## src/design/crc16_frame_checker_parser_macros.svh

```systemverilog
// Assertion macros shared by the packet checker.
`ifndef CRC16_FRAME_CHECKER_PARSER_MACROS_SVH
`define CRC16_FRAME_CHECKER_PARSER_MACROS_SVH

// Same-cycle implication, disabled during reset.
`define CFCP_ASSERT_NOW(label, ck, rs, ante, cons, msg) \
  label: assert property (@(posedge ck) disable iff (rs) (ante) |-> (cons)) \
    else $error(msg);

// Next-cycle implication, disabled during reset.
`define CFCP_ASSERT_NEXT(label, ck, rs, ante, cons, msg) \
  label: assert property (@(posedge ck) disable iff (rs) (ante) |=> (cons)) \
    else $error(msg);

`endif

```

## src/design/cfcp_pkg.sv

```systemverilog
// Shared types and constants of the CRC-16 packet checker.
package cfcp_pkg;

  localparam int unsigned MIN_PACKET_LEN = 10;  // header plus trailing CRC
  localparam int unsigned CMD_ID_LIMIT   = 64;
  localparam logic [15:0] CRC_INIT       = 16'hFFFF;
  localparam logic [15:0] CRC_POLY       = 16'hA001;
  localparam logic [15:0] COUNT_MAX      = 16'hFFFF;
  localparam int unsigned CFG_ADDR_W     = 6;
  localparam int unsigned CFG_DATA_W     = 64;

  typedef enum logic [2:0] {
    REG_PROTOCOL_VERSION,
    REG_COMMAND_TYPE_CODE,
    REG_RESPONSE_TYPE_CODE,
    REG_TELEMETRY_TYPE_CODE,
    REG_MAX_PAYLOAD_LENGTH,
    REG_MAX_PACKET_LENGTH,
    REG_COMMAND_VALID_MASK,
    REG_PARSE_COMMAND_MODE
  } reg_idx_t;

  typedef enum logic [3:0] {
    ST_OK          = 4'd0,
    ST_SIZE        = 4'd1,
    ST_VERSION     = 4'd2,
    ST_TYPE        = 4'd3,
    ST_PAYLOAD_BIG = 4'd4,
    ST_LENGTH      = 4'd5,
    ST_CRC         = 4'd6,
    ST_NOT_COMMAND = 4'd7,
    ST_EMPTY       = 4'd8,
    ST_BAD_COMMAND = 4'd9
  } status_t;

  typedef struct packed {
    logic [7:0]  protocol_version;
    logic [7:0]  command_type_code;
    logic [7:0]  response_type_code;
    logic [7:0]  telemetry_type_code;
    logic [15:0] max_payload_length;
    logic [15:0] max_packet_length;
    logic [63:0] command_valid_mask;
    logic        parse_command_mode;
  } cfg_t;

  // Packet state as it stands once the current word is folded in.
  typedef struct packed {
    logic [15:0] pos;
    logic [7:0]  version;
    logic [7:0]  ptype;
    logic [15:0] node;
    logic [15:0] seq;
    logic [15:0] len;
    logic [7:0]  cmd;
    logic [15:0] crc;
    logic [15:0] rx_crc;
  } frame_view_t;

  typedef struct packed {
    status_t     status;
    logic [15:0] command_payload_length;
  } verdict_t;

endpackage

```

## src/design/cfcp_ifs.sv

```systemverilog
// Valid/ready channel interfaces for packet words and check results.
interface cfcp_packet_if;
  logic       valid;
  logic       ready;
  logic [7:0] data_byte;
  logic       last_byte;

  modport source (output valid, data_byte, last_byte, input ready);
  modport sink   (input valid, data_byte, last_byte, output ready);
endinterface

interface cfcp_result_if;
  logic        valid;
  logic        ready;
  logic [3:0]  status;
  logic [7:0]  packet_type;
  logic [15:0] node_id;
  logic [15:0] sequence_number;
  logic [15:0] header_payload_length;
  logic [7:0]  command_id;
  logic [15:0] command_payload_length;

  modport source (output valid, status, packet_type, node_id, sequence_number,
                  header_payload_length, command_id, command_payload_length,
                  input ready);
  modport sink   (input valid, status, packet_type, node_id, sequence_number,
                  header_payload_length, command_id, command_payload_length,
                  output ready);
endinterface

```

## src/design/cfcp_cfg_regs.sv

```systemverilog
// APB configuration register file of the packet checker.
module cfcp_cfg_regs import cfcp_pkg::*; (
  input  logic                  clk,
  input  logic                  rst,
  input  logic                  psel,
  input  logic                  penable,
  input  logic                  pwrite,
  input  logic [CFG_ADDR_W-1:0] paddr,
  input  logic [CFG_DATA_W-1:0] pwdata,
  output logic [CFG_DATA_W-1:0] prdata,
  output cfg_t                  cfg
);

  reg_idx_t idx;
  logic     wr;

  // Registers sit on 8-byte strides
  assign idx = reg_idx_t'(paddr[CFG_ADDR_W-1:3]);
  assign wr  = psel & penable & pwrite;

  always_ff @(posedge clk) begin
    if (rst) begin
      cfg.protocol_version    <= 8'd1;
      cfg.command_type_code   <= 8'd1;
      cfg.response_type_code  <= 8'd2;
      cfg.telemetry_type_code <= 8'd3;
      cfg.max_payload_length  <= 16'd256;
      cfg.max_packet_length   <= 16'd266;
      cfg.command_valid_mask  <= 64'd0;
      cfg.parse_command_mode  <= 1'b1;
    end else if (wr) begin
      case (idx)
        REG_PROTOCOL_VERSION:    cfg.protocol_version    <= pwdata[7:0];
        REG_COMMAND_TYPE_CODE:   cfg.command_type_code   <= pwdata[7:0];
        REG_RESPONSE_TYPE_CODE:  cfg.response_type_code  <= pwdata[7:0];
        REG_TELEMETRY_TYPE_CODE: cfg.telemetry_type_code <= pwdata[7:0];
        REG_MAX_PAYLOAD_LENGTH:  cfg.max_payload_length  <= pwdata[15:0];
        REG_MAX_PACKET_LENGTH:   cfg.max_packet_length   <= pwdata[15:0];
        REG_COMMAND_VALID_MASK:  cfg.command_valid_mask  <= pwdata[63:0];
        REG_PARSE_COMMAND_MODE:  cfg.parse_command_mode  <= pwdata[0];
        default: ;
      endcase
    end
  end

  always_comb begin
    prdata = '0;
    case (idx)
      REG_PROTOCOL_VERSION:    prdata[7:0]  = cfg.protocol_version;
      REG_COMMAND_TYPE_CODE:   prdata[7:0]  = cfg.command_type_code;
      REG_RESPONSE_TYPE_CODE:  prdata[7:0]  = cfg.response_type_code;
      REG_TELEMETRY_TYPE_CODE: prdata[7:0]  = cfg.telemetry_type_code;
      REG_MAX_PAYLOAD_LENGTH:  prdata[15:0] = cfg.max_payload_length;
      REG_MAX_PACKET_LENGTH:   prdata[15:0] = cfg.max_packet_length;
      REG_COMMAND_VALID_MASK:  prdata[63:0] = cfg.command_valid_mask;
      REG_PARSE_COMMAND_MODE:  prdata[0]    = cfg.parse_command_mode;
      default:                 prdata       = '0;
    endcase
  end

endmodule

```

## src/design/cfcp_frame_state.sv

```systemverilog
// Per-packet state: header capture, CRC delay line, running CRC, word count.
module cfcp_frame_state import cfcp_pkg::*; (
  input  logic        clk,
  input  logic        rst,
  input  logic        step,
  input  logic [7:0]  data_byte,
  input  logic        last_byte,
  output frame_view_t view
);

  logic [15:0] running_crc, running_crc_next;
  logic [15:0] byte_count, byte_count_next;
  logic [7:0]  delay_bytes [2];
  logic [7:0]  header_version, header_version_next;
  logic [7:0]  header_type, header_type_next;
  logic [15:0] header_node, header_node_next;
  logic [15:0] header_sequence, header_sequence_next;
  logic [15:0] header_length, header_length_next;
  logic [7:0]  command_byte, command_byte_next;

  // Reflected CRC-16, one byte, unrolled over its eight bits
  function automatic logic [15:0] crc_feed(input logic [15:0] crc_in,
                                           input logic [7:0] b);
    logic [15:0] c;
    c = crc_in ^ {8'h00, b};
    for (int k = 0; k < 8; k++) begin
      c = c[0] ? ((c >> 1) ^ CRC_POLY) : (c >> 1);
    end
    return c;
  endfunction

  always_comb begin
    header_version_next  = header_version;
    header_type_next     = header_type;
    header_node_next     = header_node;
    header_sequence_next = header_sequence;
    header_length_next   = header_length;
    command_byte_next    = command_byte;
    case (byte_count)
      16'd0: header_version_next  = data_byte;
      16'd1: header_type_next     = data_byte;
      16'd2: header_node_next     = {data_byte, header_node[7:0]};
      16'd3: header_node_next     = {header_node[15:8], data_byte};
      16'd4: header_sequence_next = {data_byte, header_sequence[7:0]};
      16'd5: header_sequence_next = {header_sequence[15:8], data_byte};
      16'd6: header_length_next   = {data_byte, header_length[7:0]};
      16'd7: header_length_next   = {header_length[15:8], data_byte};
      16'd8: command_byte_next    = data_byte;
      default: ;
    endcase
    // The word two places back leaves the delay line into the CRC
    running_crc_next = (byte_count >= 16'd2) ? crc_feed(running_crc, delay_bytes[0])
                                             : running_crc;
    byte_count_next  = (byte_count == COUNT_MAX) ? byte_count : byte_count + 16'd1;
  end

  always_comb begin
    view.pos     = byte_count;
    view.version = header_version_next;
    view.ptype   = header_type_next;
    view.node    = header_node_next;
    view.seq     = header_sequence_next;
    view.len     = header_length_next;
    view.cmd     = command_byte_next;
    view.crc     = running_crc_next;
    view.rx_crc  = {delay_bytes[1], data_byte};
  end

  always_ff @(posedge clk) begin
    if (rst || (step && last_byte)) begin
      running_crc     <= CRC_INIT;
      byte_count      <= '0;
      delay_bytes[0]  <= '0;
      delay_bytes[1]  <= '0;
      header_version  <= '0;
      header_type     <= '0;
      header_node     <= '0;
      header_sequence <= '0;
      header_length   <= '0;
      command_byte    <= '0;
    end else if (step) begin
      running_crc     <= running_crc_next;
      byte_count      <= byte_count_next;
      delay_bytes[0]  <= delay_bytes[1];
      delay_bytes[1]  <= data_byte;
      header_version  <= header_version_next;
      header_type     <= header_type_next;
      header_node     <= header_node_next;
      header_sequence <= header_sequence_next;
      header_length   <= header_length_next;
      command_byte    <= command_byte_next;
    end
  end

endmodule

```

## src/design/cfcp_status_eval.sv

```systemverilog
// Ordered packet checks: picks the first failing one.
module cfcp_status_eval import cfcp_pkg::*; (
  input  cfg_t        cfg,
  input  frame_view_t view,
  output verdict_t    verdict
);

  logic [16:0] total;
  logic [16:0] expected;
  logic        type_known;
  logic        cmd_ok;

  assign total      = {1'b0, view.pos} + 17'd1;
  assign expected   = 17'(MIN_PACKET_LEN) + {1'b0, view.len};
  assign type_known = (view.ptype == cfg.command_type_code) ||
                      (view.ptype == cfg.response_type_code) ||
                      (view.ptype == cfg.telemetry_type_code);
  assign cmd_ok     = (view.cmd < 8'(CMD_ID_LIMIT)) &&
                      cfg.command_valid_mask[view.cmd[5:0]];

  always_comb begin
    if (total < 17'(MIN_PACKET_LEN) || total > {1'b0, cfg.max_packet_length})
      verdict.status = ST_SIZE;
    else if (view.version != cfg.protocol_version)
      verdict.status = ST_VERSION;
    else if (!type_known)
      verdict.status = ST_TYPE;
    else if (view.len > cfg.max_payload_length)
      verdict.status = ST_PAYLOAD_BIG;
    else if (total != expected)
      verdict.status = ST_LENGTH;
    else if (view.rx_crc != view.crc)
      verdict.status = ST_CRC;
    else if (cfg.parse_command_mode && view.ptype != cfg.command_type_code)
      verdict.status = ST_NOT_COMMAND;
    else if (cfg.parse_command_mode && view.len == 16'd0)
      verdict.status = ST_EMPTY;
    else if (cfg.parse_command_mode && !cmd_ok)
      verdict.status = ST_BAD_COMMAND;
    else
      verdict.status = ST_OK;

    verdict.command_payload_length =
      (cfg.parse_command_mode && view.len != 16'd0) ? view.len - 16'd1 : 16'd0;
  end

endmodule

```

## src/design/crc16_frame_checker_parser.sv

```systemverilog
// Packet checker: takes one word (byte) per cycle on the packet channel, save
// for a last word held by a pending result; checks the 8-byte big-endian
// header, the command byte and the trailing CRC-16 (reflected poly 0xA001,
// start 0xFFFF, sent MSB first, covering all but the last two words) and
// gives one result word per packet, on its last word. Throughput is one word
// per clock with no gaps between packets while no last word waits on a pending
// result. The last word passes the input register, then the result register
// loads once that word is folded in. The eight-bit unrolled CRC update and
// the ordered check chain sit between the two registers. A pending result that
// is not taken stalls only the last word of the next packet; every other word
// keeps flowing. Configuration is by APB, 64-bit data, register i at byte
// address 8*i; write it only while no packet is in flight.
`include "crc16_frame_checker_parser_macros.svh"

module crc16_frame_checker_parser import cfcp_pkg::*; (
  input  logic                  clk,
  input  logic                  rst,
  cfcp_packet_if.sink           packet,
  cfcp_result_if.source         result,
  input  logic                  psel,
  input  logic                  penable,
  input  logic                  pwrite,
  input  logic [CFG_ADDR_W-1:0] paddr,
  input  logic [CFG_DATA_W-1:0] pwdata,
  output logic [CFG_DATA_W-1:0] prdata,
  output logic                  pready
);

  // Input register
  logic        in_valid;
  logic [7:0]  in_byte;
  logic        in_last;

  // Result register
  logic        out_valid;
  status_t     out_status;
  logic [7:0]  out_type;
  logic [15:0] out_node;
  logic [15:0] out_seq;
  logic [15:0] out_len;
  logic [7:0]  out_cmd;
  logic [15:0] out_cmd_len;

  logic        step;
  cfg_t        cfg;
  frame_view_t view;
  verdict_t    verdict;

  assign pready = 1'b1;

  // Fold the held word in unless it is a last word and the result slot is
  // occupied and not being taken; words without a result never wait.
  assign step         = in_valid && (!in_last || !out_valid || result.ready);
  assign packet.ready = !in_valid || step;

  always_ff @(posedge clk) begin
    if (rst) begin
      in_valid <= 1'b0;
    end else if (packet.ready) begin
      in_valid <= packet.valid;
    end
  end

  // Payload: capture with the handshake, no reset needed
  always_ff @(posedge clk) begin
    if (packet.valid && packet.ready) begin
      in_byte <= packet.data_byte;
      in_last <= packet.last_byte;
    end
  end

  cfcp_cfg_regs u_cfg_regs (
    .clk     (clk),
    .rst     (rst),
    .psel    (psel),
    .penable (penable),
    .pwrite  (pwrite),
    .paddr   (paddr),
    .pwdata  (pwdata),
    .prdata  (prdata),
    .cfg     (cfg)
  );

  cfcp_frame_state u_frame_state (
    .clk       (clk),
    .rst       (rst),
    .step      (step),
    .data_byte (in_byte),
    .last_byte (in_last),
    .view      (view)
  );

  cfcp_status_eval u_status_eval (
    .cfg     (cfg),
    .view    (view),
    .verdict (verdict)
  );

  // Result valid: set by a last word, drop once taken
  always_ff @(posedge clk) begin
    if (rst) begin
      out_valid <= 1'b0;
    end else if (step && in_last) begin
      out_valid <= 1'b1;
    end else if (result.ready) begin
      out_valid <= 1'b0;
    end
  end

  always_ff @(posedge clk) begin
    if (step && in_last) begin
      out_status  <= verdict.status;
      out_type    <= view.ptype;
      out_node    <= view.node;
      out_seq     <= view.seq;
      out_len     <= view.len;
      out_cmd     <= view.cmd;
      out_cmd_len <= verdict.command_payload_length;
    end
  end

  assign result.valid                  = out_valid;
  assign result.status                 = out_status;
  assign result.packet_type            = out_type;
  assign result.node_id                = out_node;
  assign result.sequence_number        = out_seq;
  assign result.header_payload_length  = out_len;
  assign result.command_id             = out_cmd;
  assign result.command_payload_length = out_cmd_len;

  // A last word blocked by an untaken result must still be held next cycle
  `CFCP_ASSERT_NEXT(a_last_word_held, clk, rst,
                    in_valid && in_last && out_valid && !result.ready,
                    in_valid && in_last, "blocked last word was lost")
  // Packet state returns to its start once a packet closes
  `CFCP_ASSERT_NEXT(a_count_cleared, clk, rst, step && in_last, view.pos == 16'd0,
                    "word count not cleared after last word")
  // Word count advances by one per non-final word until it saturates
  `CFCP_ASSERT_NEXT(a_count_advance, clk, rst,
                    step && !in_last && view.pos != COUNT_MAX,
                    view.pos == $past(view.pos) + 16'd1, "word count did not advance")

endmodule

```

## src/flat_wrapper.sv

```systemverilog
// flat-port wrapper written by rule: the top's interface ports become plain ports
module crc16_frame_checker_parser_flat import cfcp_pkg::*;
  (clk, rst, psel, penable, pwrite, paddr, pwdata, prdata, pready, packet_valid, packet_data_byte, packet_last_byte, packet_ready, result_valid, result_status, result_packet_type, result_node_id, result_sequence_number, result_header_payload_length, result_command_id, result_command_payload_length, result_ready);
  cfcp_packet_if packet_i ();
  cfcp_result_if result_i ();
  input  logic clk;
  input  logic rst;
  input  logic psel;
  input  logic penable;
  input  logic pwrite;
  input  logic [CFG_ADDR_W-1:0] paddr;
  input  logic [CFG_DATA_W-1:0] pwdata;
  output logic [CFG_DATA_W-1:0] prdata;
  output logic pready;
  input wire logic [$bits(packet_i.valid)-1:0] packet_valid;
  input wire logic [$bits(packet_i.data_byte)-1:0] packet_data_byte;
  input wire logic [$bits(packet_i.last_byte)-1:0] packet_last_byte;
  output wire logic [$bits(packet_i.ready)-1:0] packet_ready;
  output wire logic [$bits(result_i.valid)-1:0] result_valid;
  output wire logic [$bits(result_i.status)-1:0] result_status;
  output wire logic [$bits(result_i.packet_type)-1:0] result_packet_type;
  output wire logic [$bits(result_i.node_id)-1:0] result_node_id;
  output wire logic [$bits(result_i.sequence_number)-1:0] result_sequence_number;
  output wire logic [$bits(result_i.header_payload_length)-1:0] result_header_payload_length;
  output wire logic [$bits(result_i.command_id)-1:0] result_command_id;
  output wire logic [$bits(result_i.command_payload_length)-1:0] result_command_payload_length;
  input wire logic [$bits(result_i.ready)-1:0] result_ready;
  assign packet_i.valid = packet_valid;
  assign packet_i.data_byte = packet_data_byte;
  assign packet_i.last_byte = packet_last_byte;
  assign packet_ready = packet_i.ready;
  assign result_valid = result_i.valid;
  assign result_status = result_i.status;
  assign result_packet_type = result_i.packet_type;
  assign result_node_id = result_i.node_id;
  assign result_sequence_number = result_i.sequence_number;
  assign result_header_payload_length = result_i.header_payload_length;
  assign result_command_id = result_i.command_id;
  assign result_command_payload_length = result_i.command_payload_length;
  assign result_i.ready = result_ready;
  crc16_frame_checker_parser u_core (.clk(clk), .rst(rst), .packet(packet_i), .result(result_i), .psel(psel), .penable(penable), .pwrite(pwrite), .paddr(paddr), .pwdata(pwdata), .prdata(prdata), .pready(pready));
endmodule
```

## config.mk

```make
export PLATFORM = sky130hd
export DESIGN_NAME = crc16_frame_checker_parser_flat
export DESIGN_NICKNAME = d
export VERILOG_FILES = /design/src/design/cfcp_pkg.sv /design/src/design/cfcp_ifs.sv /design/src/design/cfcp_cfg_regs.sv /design/src/design/cfcp_frame_state.sv /design/src/design/cfcp_status_eval.sv /design/src/design/crc16_frame_checker_parser.sv /design/src/flat_wrapper.sv
export VERILOG_INCLUDE_DIRS = /design/src /design/src/design
export SDC_FILE = /design/constraint.sdc
export NUM_CORES = 1
export LEC_CHECK = 0
export ABC_AREA = 1
export BUFFER_PORTS_ARGS = -buffer_cell sky130_fd_sc_hd__buf_2
export CAP_MARGIN = 20
export CORE_MARGIN = 2
export CORE_UTILIZATION = 45
export CTS_BUF_LIST = sky130_fd_sc_hd__clkbuf_2
export DETAILED_ROUTE_END_ITERATION = 8
export PLACE_DENSITY = 0.75
export SLEW_MARGIN = 20
export SYNTH_ARGS = -nofsm -noshare
export SYNTH_HDL_FRONTEND = slang
export SYNTH_HIERARCHICAL = 1
export SYNTH_SLANG_ARGS = --single-unit
export TNS_END_PERCENT = 20
```

## constraint.sdc

```tcl
create_clock -name clk -period 8.78 [get_ports clk]
set_input_delay 0.878 -clock clk [delete_from_list [all_inputs] [get_ports clk]]
set_output_delay 0.878 -clock clk [all_outputs]
set_load 0.03 [all_outputs]
```

Word-level counts from Yosys, hierarchy flattened
Memory sizes are Yosys's and may differ from the RTL's.
Cells that the tools add are included.
{"block": "word_totals", "ramBits": 16, "elab_cells": 151, "n_memories": 1, "out_inout_bits": 151, "in_bits": 86, "reg_bits": 328}
{"name": "u_core.u_frame_state.delay_bytes", "depth": 2, "width": 8, "read_ports": 2, "rd_ports_with_merged_regs": 0, "wr": 2, "line_no": "cfcp_frame_state.sv:13", "rtl": "logic [7:0] delay_bytes [2];"}
{"block": "classes", "bitwise_logic": 15, "muxes": 38, "n_reduce_logical": 35, "add_sub_neg": 4, "magnitude_cmp": 6, "eq_ne": 23}
{"op": "$mux 16", "n": 9}
{"op": "$pmux 16 s2", "n": 3}
{"op": "$eq 16x3->1 const B", "n": 4}
{"op": "$pmux 7 s7", "n": 1}
{"op": "$mux 48", "n": 1}
{"op": "$mux 8", "n": 5}
{"op": "$eq 16x2->1 const B", "n": 2}
{"op": "$logic_not 16->1", "n": 2}
{"op": "$eq 8x8->1", "n": 3}
{"op": "$not 2->3", "n": 8}
{"op": "$pmux 8 s3", "n": 1}
{"op": "$reduce_and 2->1", "n": 9}
{"op": "$add 16x1->17 const B", "n": 1}
{"op": "$add 4x16->17 const A", "n": 1}
{"op": "$gt 17x16->1", "n": 1}
{"op": "$lt 17x4->1 const B", "n": 1}
{"op": "$ne 17x17->1", "n": 1}
{"op": "$add 16x1->16 const B", "n": 1}
{"op": "$eq 16x1->1 const B", "n": 1}
{"op": "$eq 16x16->1 const B", "n": 1}
{"op": "$eq 16x4->1 const B", "n": 1}
{"op": "$ge 16x2->1 const B", "n": 1}
{"op": "$gt 16x16->1", "n": 1}
{"op": "$ne 16x16->1", "n": 1}
{"op": "25 further kinds", "n": 61}

Logic depth before layout (Yosys ltp)
Gate-level depths: netlist of run 1.
An unclocked memory read counts as a cell.
{"block": "logic_depth", "depth_word": 25, "depth_mapped": 28, "ltp_nobuf": 26}

By module
The synthesis of run 1 kept the hierarchy.
{"mod": "cfcp_frame_state", "instances": 1, "area_per_inst_um2": 6132.1, "seq_area_each_um2": 2562.5, "cells_per_inst": 778}
{"mod": "cfcp_cfg_regs", "instances": 1, "area_per_inst_um2": 5666.7, "seq_area_each_um2": 2582.5, "cells_per_inst": 844}
{"mod": "cfcp_status_eval", "instances": 1, "area_per_inst_um2": 3897.5, "seq_area_each_um2": 0.0, "cells_per_inst": 736}
{"mod": "crc16_frame_checker_parser", "instances": 1, "area_per_inst_um2": 2922.8, "seq_area_each_um2": 2832.7, "cells_per_inst": 113}

Worst setup path after synthesis of run 1
No wires, ideal clock.
{"block": "synth_timing", "kind": "flip-flop to flip-flop", "startpoint": "register u_core.u_frame_state.byte_count[2]", "endpoint": "register u_core.out_status[0], in the netlist u_core/result.status[0] (data pin)", "path_buffers": 0, "slack_ns": 5.475, "stages_incl_launch_ff": 24, "required_time_ns": 8.528, "arrival_time_ns": 3.052, "synth_period_minus_slack_ns": 3.305, "setup_time_ns": 0.252, "path_cell_list": "dfxtp_1 inv_1 nor2_1 nand2_4 inv_1 nand3_4 o22ai_1 ha_1 nor2_1 nor2_2 nand2_1 nor2_1 xor2_1 nand2_1 nand2_1 nand2_1 nor2_2 nand2_1 nor2_2 nand2_1 nand2_1 nand2_1 nand2_1 nand2_1"}
{"element": "from (decl)", "line_no": "cfcp_frame_state.sv:12", "rtl": "logic [15:0] byte_count, byte_count_next;"}
{"element": "from (signal assigned)", "line_no": "cfcp_frame_state.sv:83", "rtl": "byte_count <= byte_count_next;"}
{"element": "to (signal assigned)", "line_no": "crc16_frame_checker_parser.sv:112", "rtl": "out_status <= verdict.status;"}
{"element": "to (decl)", "line_no": "crc16_frame_checker_parser.sv:36", "rtl": "status_t out_status;"}

==> results of run 1 <==
-- worst max-delay path: stages, from the launching register on --
cell     delay (ps)
dfxtp_1         490
inv_1           190
ha_1            330
nand3_1         170
nor3_4          550
nor2_1          100
a21oi_1         180
inv_1            60
buf_4           250
inv_1           790
nand2_1         110
nand3_1         110
nand3_1         110
nand2_1         120
nand2_1          60
nand3_1          90
nand3_1          70
nand2_1         170
nand2_1          90
nand2_1          70
nand2_1          50
nand2_1          50
nand2_1          50
nand2_1          50
nand2_1          40
nand2_1          50
nand2_1          50
-- cells by family after synthesis --
group	Yosys count	synth area share (%)
flip-flops	344	42.85
buffers and inverters	461	10.29
adder cells (fa/ha/maj)	40	2.688
AND/OR/NAND/NOR	1182	28.64
other	1	0.02014
AO/OA/AOI/OAI	375	12.10
XOR/XNOR	68	3.421
-- power groups by stage --
stage	clock network, W	logic, W	registers, W
final	0.00111	0.000310	0.00170
after global routing	0.00123	0.000337	0.00170
after CTS	0.00115	0.000307	0.00170
after detailed placement	0	0.000296	0.00173
after global placement	0	0.000289	0.00173
after floorplan	0	0.000205	0.00174
-- final cells by class --
cell class              count  area, sq um  share of cell area, %
multi-input cells        1666         8741                  41.45
flip-flops and latches    344         7978                  37.83
repair buffers            275         1565                  7.422
inverters                 348         1320                  6.259
well taps                 532        665.6                  3.156
clock buffers             131        655.6                  3.109
clock inverters            30        160.2                 0.7594
diodes                      2        5.005                0.02373
-- cells in the final DEF (no fill, tap or decap), types with 4 or more instances in the layout --
cell type / count
edfxtp_1: 109
dlygate4sd3_1: 28
a21oi_1: 42
buf_2: 232
nand2_1: 470
nor3_4: 4
xnor2_1: 33
a22o_1: 16
nor2_1: 356
ha_1: 40
o21ai_2: 32
inv_2: 22
a22oi_1: 32
inv_1: 323
nand3_1: 135
xor2_1: 31
dfxtp_1: 235
nor3b_1: 5
nor2_4: 6
nand3_4: 6
o21ai_1: 89
o211ai_1: 4
clkbuf_2: 131
nand2_2: 17
nor2_2: 21
nor3_1: 82
clkinv_2: 5
nand4_4: 4
buf_4: 12
or2_2: 7
a21oi_2: 4
o21ai_0: 107
nor4_1: 8
clkinv_1: 22
nor3_2: 7
o22ai_1: 38
nand4_1: 37
-- through the flow --
stage | util [%] | setup slack [ps]
floorplan | - | 5475
global placement | 48.93 | 4203
detailed placement | 48.93 | 4087
CTS | 51.61 | 4093
global route | 51.65 | 3501
finish | 51.65 | 4054
-- timing repair --
| item | 4_1_cts | 5_1_grt |
|---|---|---|
| endpoints found under the setup margin | 0 | 0 |
| endpoints found under the hold margin | 28 | 0 |
| hold buffers | 28 | 0 |
-- state kept, by name, summed over array words and instances, names as in the netlist, 4 cells and up --
name and count:
u_core/u_frame_state/command_byte 8, u_core/result.node_id 16, u_core/u_frame_state/header_type 8, u_core/u_frame_state/running_crc 16
u_core/result.sequence_number 16, u_core/u_frame_state/header_version 8, u_core/u_frame_state/header_length 16, u_core/u_cfg_regs/cfg 129
u_core/in_byte 8, u_core/result.status 4, u_core/u_frame_state/header_sequence 16, u_core/result.packet_type 8
u_core/u_frame_state/byte_count 16, u_core/u_frame_state/header_node 16, u_core/result.command_payload_length 16, u_core/result.command_id 8
u_core/u_frame_state/delay_bytes 16, u_core/result.header_payload_length 16
-- final timing paths --
check	start	to	slack, ps	cells past startpoint
worst max-delay path	u_core/u_frame_state/byte_count[0]	u_core/result.status[0]	4050	26
worst min-delay path	pwdata[57]	u_core/u_cfg_regs/cfg[58]	100	3
worst max register to register	u_core/u_frame_state/byte_count[0]	u_core/result.status[0]	4050	26
worst min register to register	u_core/u_frame_state/header_node[2]	u_core/u_frame_state/header_node[2]	470	2
-- per-layer routing --
layer	GRT usage, %	routed length, microns
met2	40.30	25660
met1	32.18	22960
met4	10.02	1543
met3	4.796	4679
met5	0	13
==> reports/metrics.yaml, run 1 <==
status: "complete, no violations"
setup_viol: 0
synthTopCellsByCount: "nand2_1, nor2_1, inv_1"
syn_inst: 2471
drive_gt1_share_pct: 19.08
hold_slack_ps: 102.2
num_vias: 17747
ys_types: 61
pwr-share-comb_pct: 9.9
cp.arrival_ps: 5520
nFillCells: 3913
finalMaxSlewViolations: 0
worstMarginPinSlew_ps: 1028
path_class: "reg -> reg"
finalNonFillerCells: 3328
cts.sinks: 344
synth-seq-cells: 344
switchingPower_w: 0.0009232
fin_crit_sh_pct: 53.83
synth_ff_type: "dfxtp_1"
drtPass1Iterations: 6
rsz0062_at_grt: "no"
cts_tree: "yes"
power_w: 0.003122
antenna_found_initial: 4
via_per_inst: 5.333
htreeDepth: 3
grt_pass1_wl_microns: 86390
clk-insertion-delay-late_ps: 1020
post_synth_instance_area_sq_um: 18620
place_area_sq_um: 19980
drv_cap: 0
end_kind: "flip-flop"
irDropWorstVdd_mv: 0.09046
internal_power_w: 0.002199
routedWlPerCell_microns: 16.48
ys_async_sr_fraction_pct: 0
hold_class: "in -> reg"
routabilityCongestion: 0.9270
layout.nets: 2850
grt_max_degree: 130
syn-num-nets: 2597
grt_usage_pct: 24.70
die_area_sq_um: 43020
port_buffers: 232
skew_ps: 83.94
fmax_mhz: 211.6
initialDrtViolationCount: 1543
synth_area_leader_cell: "dfxtp_1"
fin_area_sq_um: 21090
setup_tns_ps: 0
crit_required_ps: 9570
cellPowerDensity_nw_per_um2: 148.0
yosysSeqAreaShare_pct: 42.85
dp_cells: 3137
grt_overflow: 0
grt_pass1_vias: 16720
max_slew_margin_pct: 31.06
core_sq_um: 40830
synth-edff-count: 109
dpl.hpwl_microns: 37920
cts_setup_buffers: 0
pwr-share-seq_pct: 54.4
drt-total-wl_microns: 54850
clk_path_buf_depth: 3
cts.reportedPaths.clkPinSlew_ps: 100
area_growth_pct: 13.27
top_level_ports: 237
ctsResizeCount: 0
drc: 0
setup.worst_path.start_class: "flip-flop"
rows: 74
synth_area_per_cell_sq_um: 7.535
tritoncts.num_buffers: 89
ant_nets: 0
cts_root_buffer: "clkbuf_2"
synth_warnings: 6
synth_top_area_share_pct: 25.27
dieWidth_microns: 207.4
fp.dieH_microns: 207.4
pwr-share-clk_pct: 35.7
start_util_pct: 45.60
yosys.cell_count.top_type: "nand2_1"
netSwitchingFraction_pct: 29.57
synthTopCellsByArea: "dfxtp_1, edfxtp_1, nand2_1, nor2_1, inv_1"
leakage_nw: 9.539
crit_fanout: 34
hold_viol_final: 0
period_minus_slack_ps: 4726
Power figures use the tool's default switching activity.
==> run 2: changes to the inputs <==
==> constraint.sdc (replaced) <==
create_clock -name clk -period 4.8 [get_ports clk]
set_input_delay 0.48 -clock clk [delete_from_list [all_inputs] [get_ports clk]]
set_output_delay 0.48 -clock clk [all_outputs]
set_load 0.03 [all_outputs]
==> run 2 against run 1 <==
  * Critical path depth fell by 4
  * Clock skew grew 23 ps
  * Combinational power grew 100%
  * Highest routed layer is now met4
==> reports/metrics.yaml, run 2 (synthesis results as in run 1) <==
cts.reportedPaths.clkPinSlew_ps: 110  # about the same
setup_viol: 0  # unchanged
cts_root_buffer: "clkbuf_2"
dieWidth_microns: 207.4  # unchanged
antenna_found_initial: 2  # -2
layout.nets: 2918  # +2.4%
dp_cells: 3155  # +0.57%
status: "complete, no violations"
crit_fanout: 10  # -71%
start_util_pct: 45.60  # unchanged
port_buffers: 232  # unchanged
grt_overflow: 0  # unchanged
routabilityCongestion: 0.9308  # +0.41%
path_class: "reg -> reg"
hold_viol_final: 0  # unchanged
setup.worst_path.start_class: "flip-flop"
fmax_mhz: 243.4  # +15%
period_minus_slack_ps: 4108  # -617.8 ps
drv_cap: 0  # unchanged
clk-insertion-delay-late_ps: 1040  # +20 ps
rr_worst_depth: 22  # -15%
largest_register_ffs: 129  # unchanged
worstMarginPinSlew_ps: 991.3  # -36.46 ps
mostFrequentLayoutCells: "nand2_1, nor2_1, inv_1"
whs_path_depth: 5  # +2
largest-register: "u_core/u_cfg_regs/cfg"
rsz0062_at_grt: "no"
grt_pass1_vias: 17259  # +3.2%
grt_max_degree: 73  # -44%
core_sq_um: 40830  # unchanged
ant_nets: 0  # unchanged
top_level_ports: 237  # unchanged
drtPass1Iterations: 6  # unchanged
die_area_sq_um: 43020  # unchanged
rows: 74  # unchanged
drc: 0  # unchanged
final_common_cell: "nand2_1"
clk_path_buf_depth: 3  # unchanged
hold_slack_ps: 172.2  # +69.97 ps
finalMaxSlewViolations: 0  # unchanged
ctsResizeCount: 0  # unchanged
initialDrtViolationCount: 1775  # +15%
crit_required_ps: 5570  # -4000 ps
grt_usage_pct: 25.57  # +0.87 points
area_growth_pct: 16.66
num_vias: 18057  # +1.7%
drive_gt1_share_pct: 19.51  # +0.43 points
finalNonFillerCells: 3400  # +2.2%
fin_crit_sh_pct: 85.59  # +32 points
cp_slowest_cell: "o22ai_1"
skew_ps: 107.4  # +23.47 ps
fp.dieH_microns: 207.4  # unchanged
htreeDepth: 3  # unchanged
leakage_nw: 9.865  # +3.4%
cts.sinks: 344  # unchanged
path_cells: "inv_1 > nor2_1 > nand2_4 > inv_1 > nand3_4 > o22ai_1 > inv_2 > nor2_2 > nand2_1 > nor2_1 > xor2_1 > nand2_1 > nand2_1 > nand2_1 > nor2_2 > nand2_1 > nor2_2 > nand2_1 > nand2_1 > nand2_1 > nand2_1 > nand2_1"
crit_top_cell: "nand2_1"
end_kind: "flip-flop"
grt_pass1_wl_microns: 89300  # +3.4%
setup_tns_ps: 0  # unchanged
hold_class: "in -> reg"
routedWlPerCell_microns: 16.72  # +1.5%
tritoncts.num_buffers: 90  # +1.1%
slowest_delay_ps: 720  # -70 ps
max_slew_margin_pct: 33.82  # +2.8 points
drt-total-wl_microns: 56850  # +3.6%
via_per_inst: 5.311  # -0.41%
cp.arrival_ps: 4880  # -640 ps
dpl.hpwl_microns: 39220  # +3.4%
cellPowerDensity_nw_per_um2: 266.1  # +80%
irDropWorstVdd_mv: 0.1631  # +80%
cts_tree: "yes"
-- run 2: area by class of cell --
type	count	area, sq um
diodes	3	7.507
clock buffers	141	705.7
clock inverters	24	123.9
fillers	3808	19110
inverters	348	1320
multi-input cells	1666	8741
flip-flops and latches	344	7978
well taps	532	665.6
repair buffers	342	2180
-- run 2: final timing paths --
path	from	end	slack, ps
worst min-delay path	paddr[4]	u_core/u_cfg_regs/cfg[106]	170
worst max register to register	u_core/u_frame_state/byte_count[2]	u_core/result.status[0]	690
worst min register to register	u_core/u_frame_state/header_node[1]	u_core/u_frame_state/header_node[1]	460
worst max-delay path	u_core/u_frame_state/byte_count[2]	u_core/result.status[0]	690
-- run 2: stage by stage --
stage,util (%),total power (W),instance area [sq um],setup slack [ps]
5_1_grt,53.20,0.006048,21720,283.1
2_1_floorplan,-,0.003561,18620,1495
3_5_place_dp,49.26,0.003723,20110,787.1
6_report,53.20,0.005780,21720,691.6
4_1_cts,53.18,0.005835,21710,745.8
3_3_place_gp,49.26,0.003712,20110,824.1
-- run 2: where the power goes --
| group | switching, W | leakage [nW] | internal [W] |
|---|---|---|---|
| logic | 0.000412 | 6.26 | 0.000212 |
| clock network | 0.00123 | 0.650 | 0.000829 |
| registers | 0.0000407 | 2.96 | 0.00305 |
| total | 0.00169 | 9.87 | 0.00409 |
-- run 2: per-layer routing --
layer | vias up | wire [microns] | global-route usage [%]
met4 | 0 | 1335 | 9.483
met1 | 8382 | 23830 | 33.12
met3 | 104 | 4830 | 4.917
met2 | 851 | 26860 | 42.39
li1 | 8720 | - | -
met5 | - | 0 | 0
-- run 2: what timing repair did --
item | CTS | global route
setup buffers | 0 | 0
endpoints found under the hold margin | 149 | 0
hold buffers | 77 | 0
-- run 2: worst max-delay path: cells and delay by family, from the launching register on --
family                 cells  cell delay [ps]
AO/OA/AOI/OAI              1              720
XOR/XNOR                   1              260
buffers and inverters      3              440
flip-flops                 1              610
AND/OR/NAND/NOR           17             1820
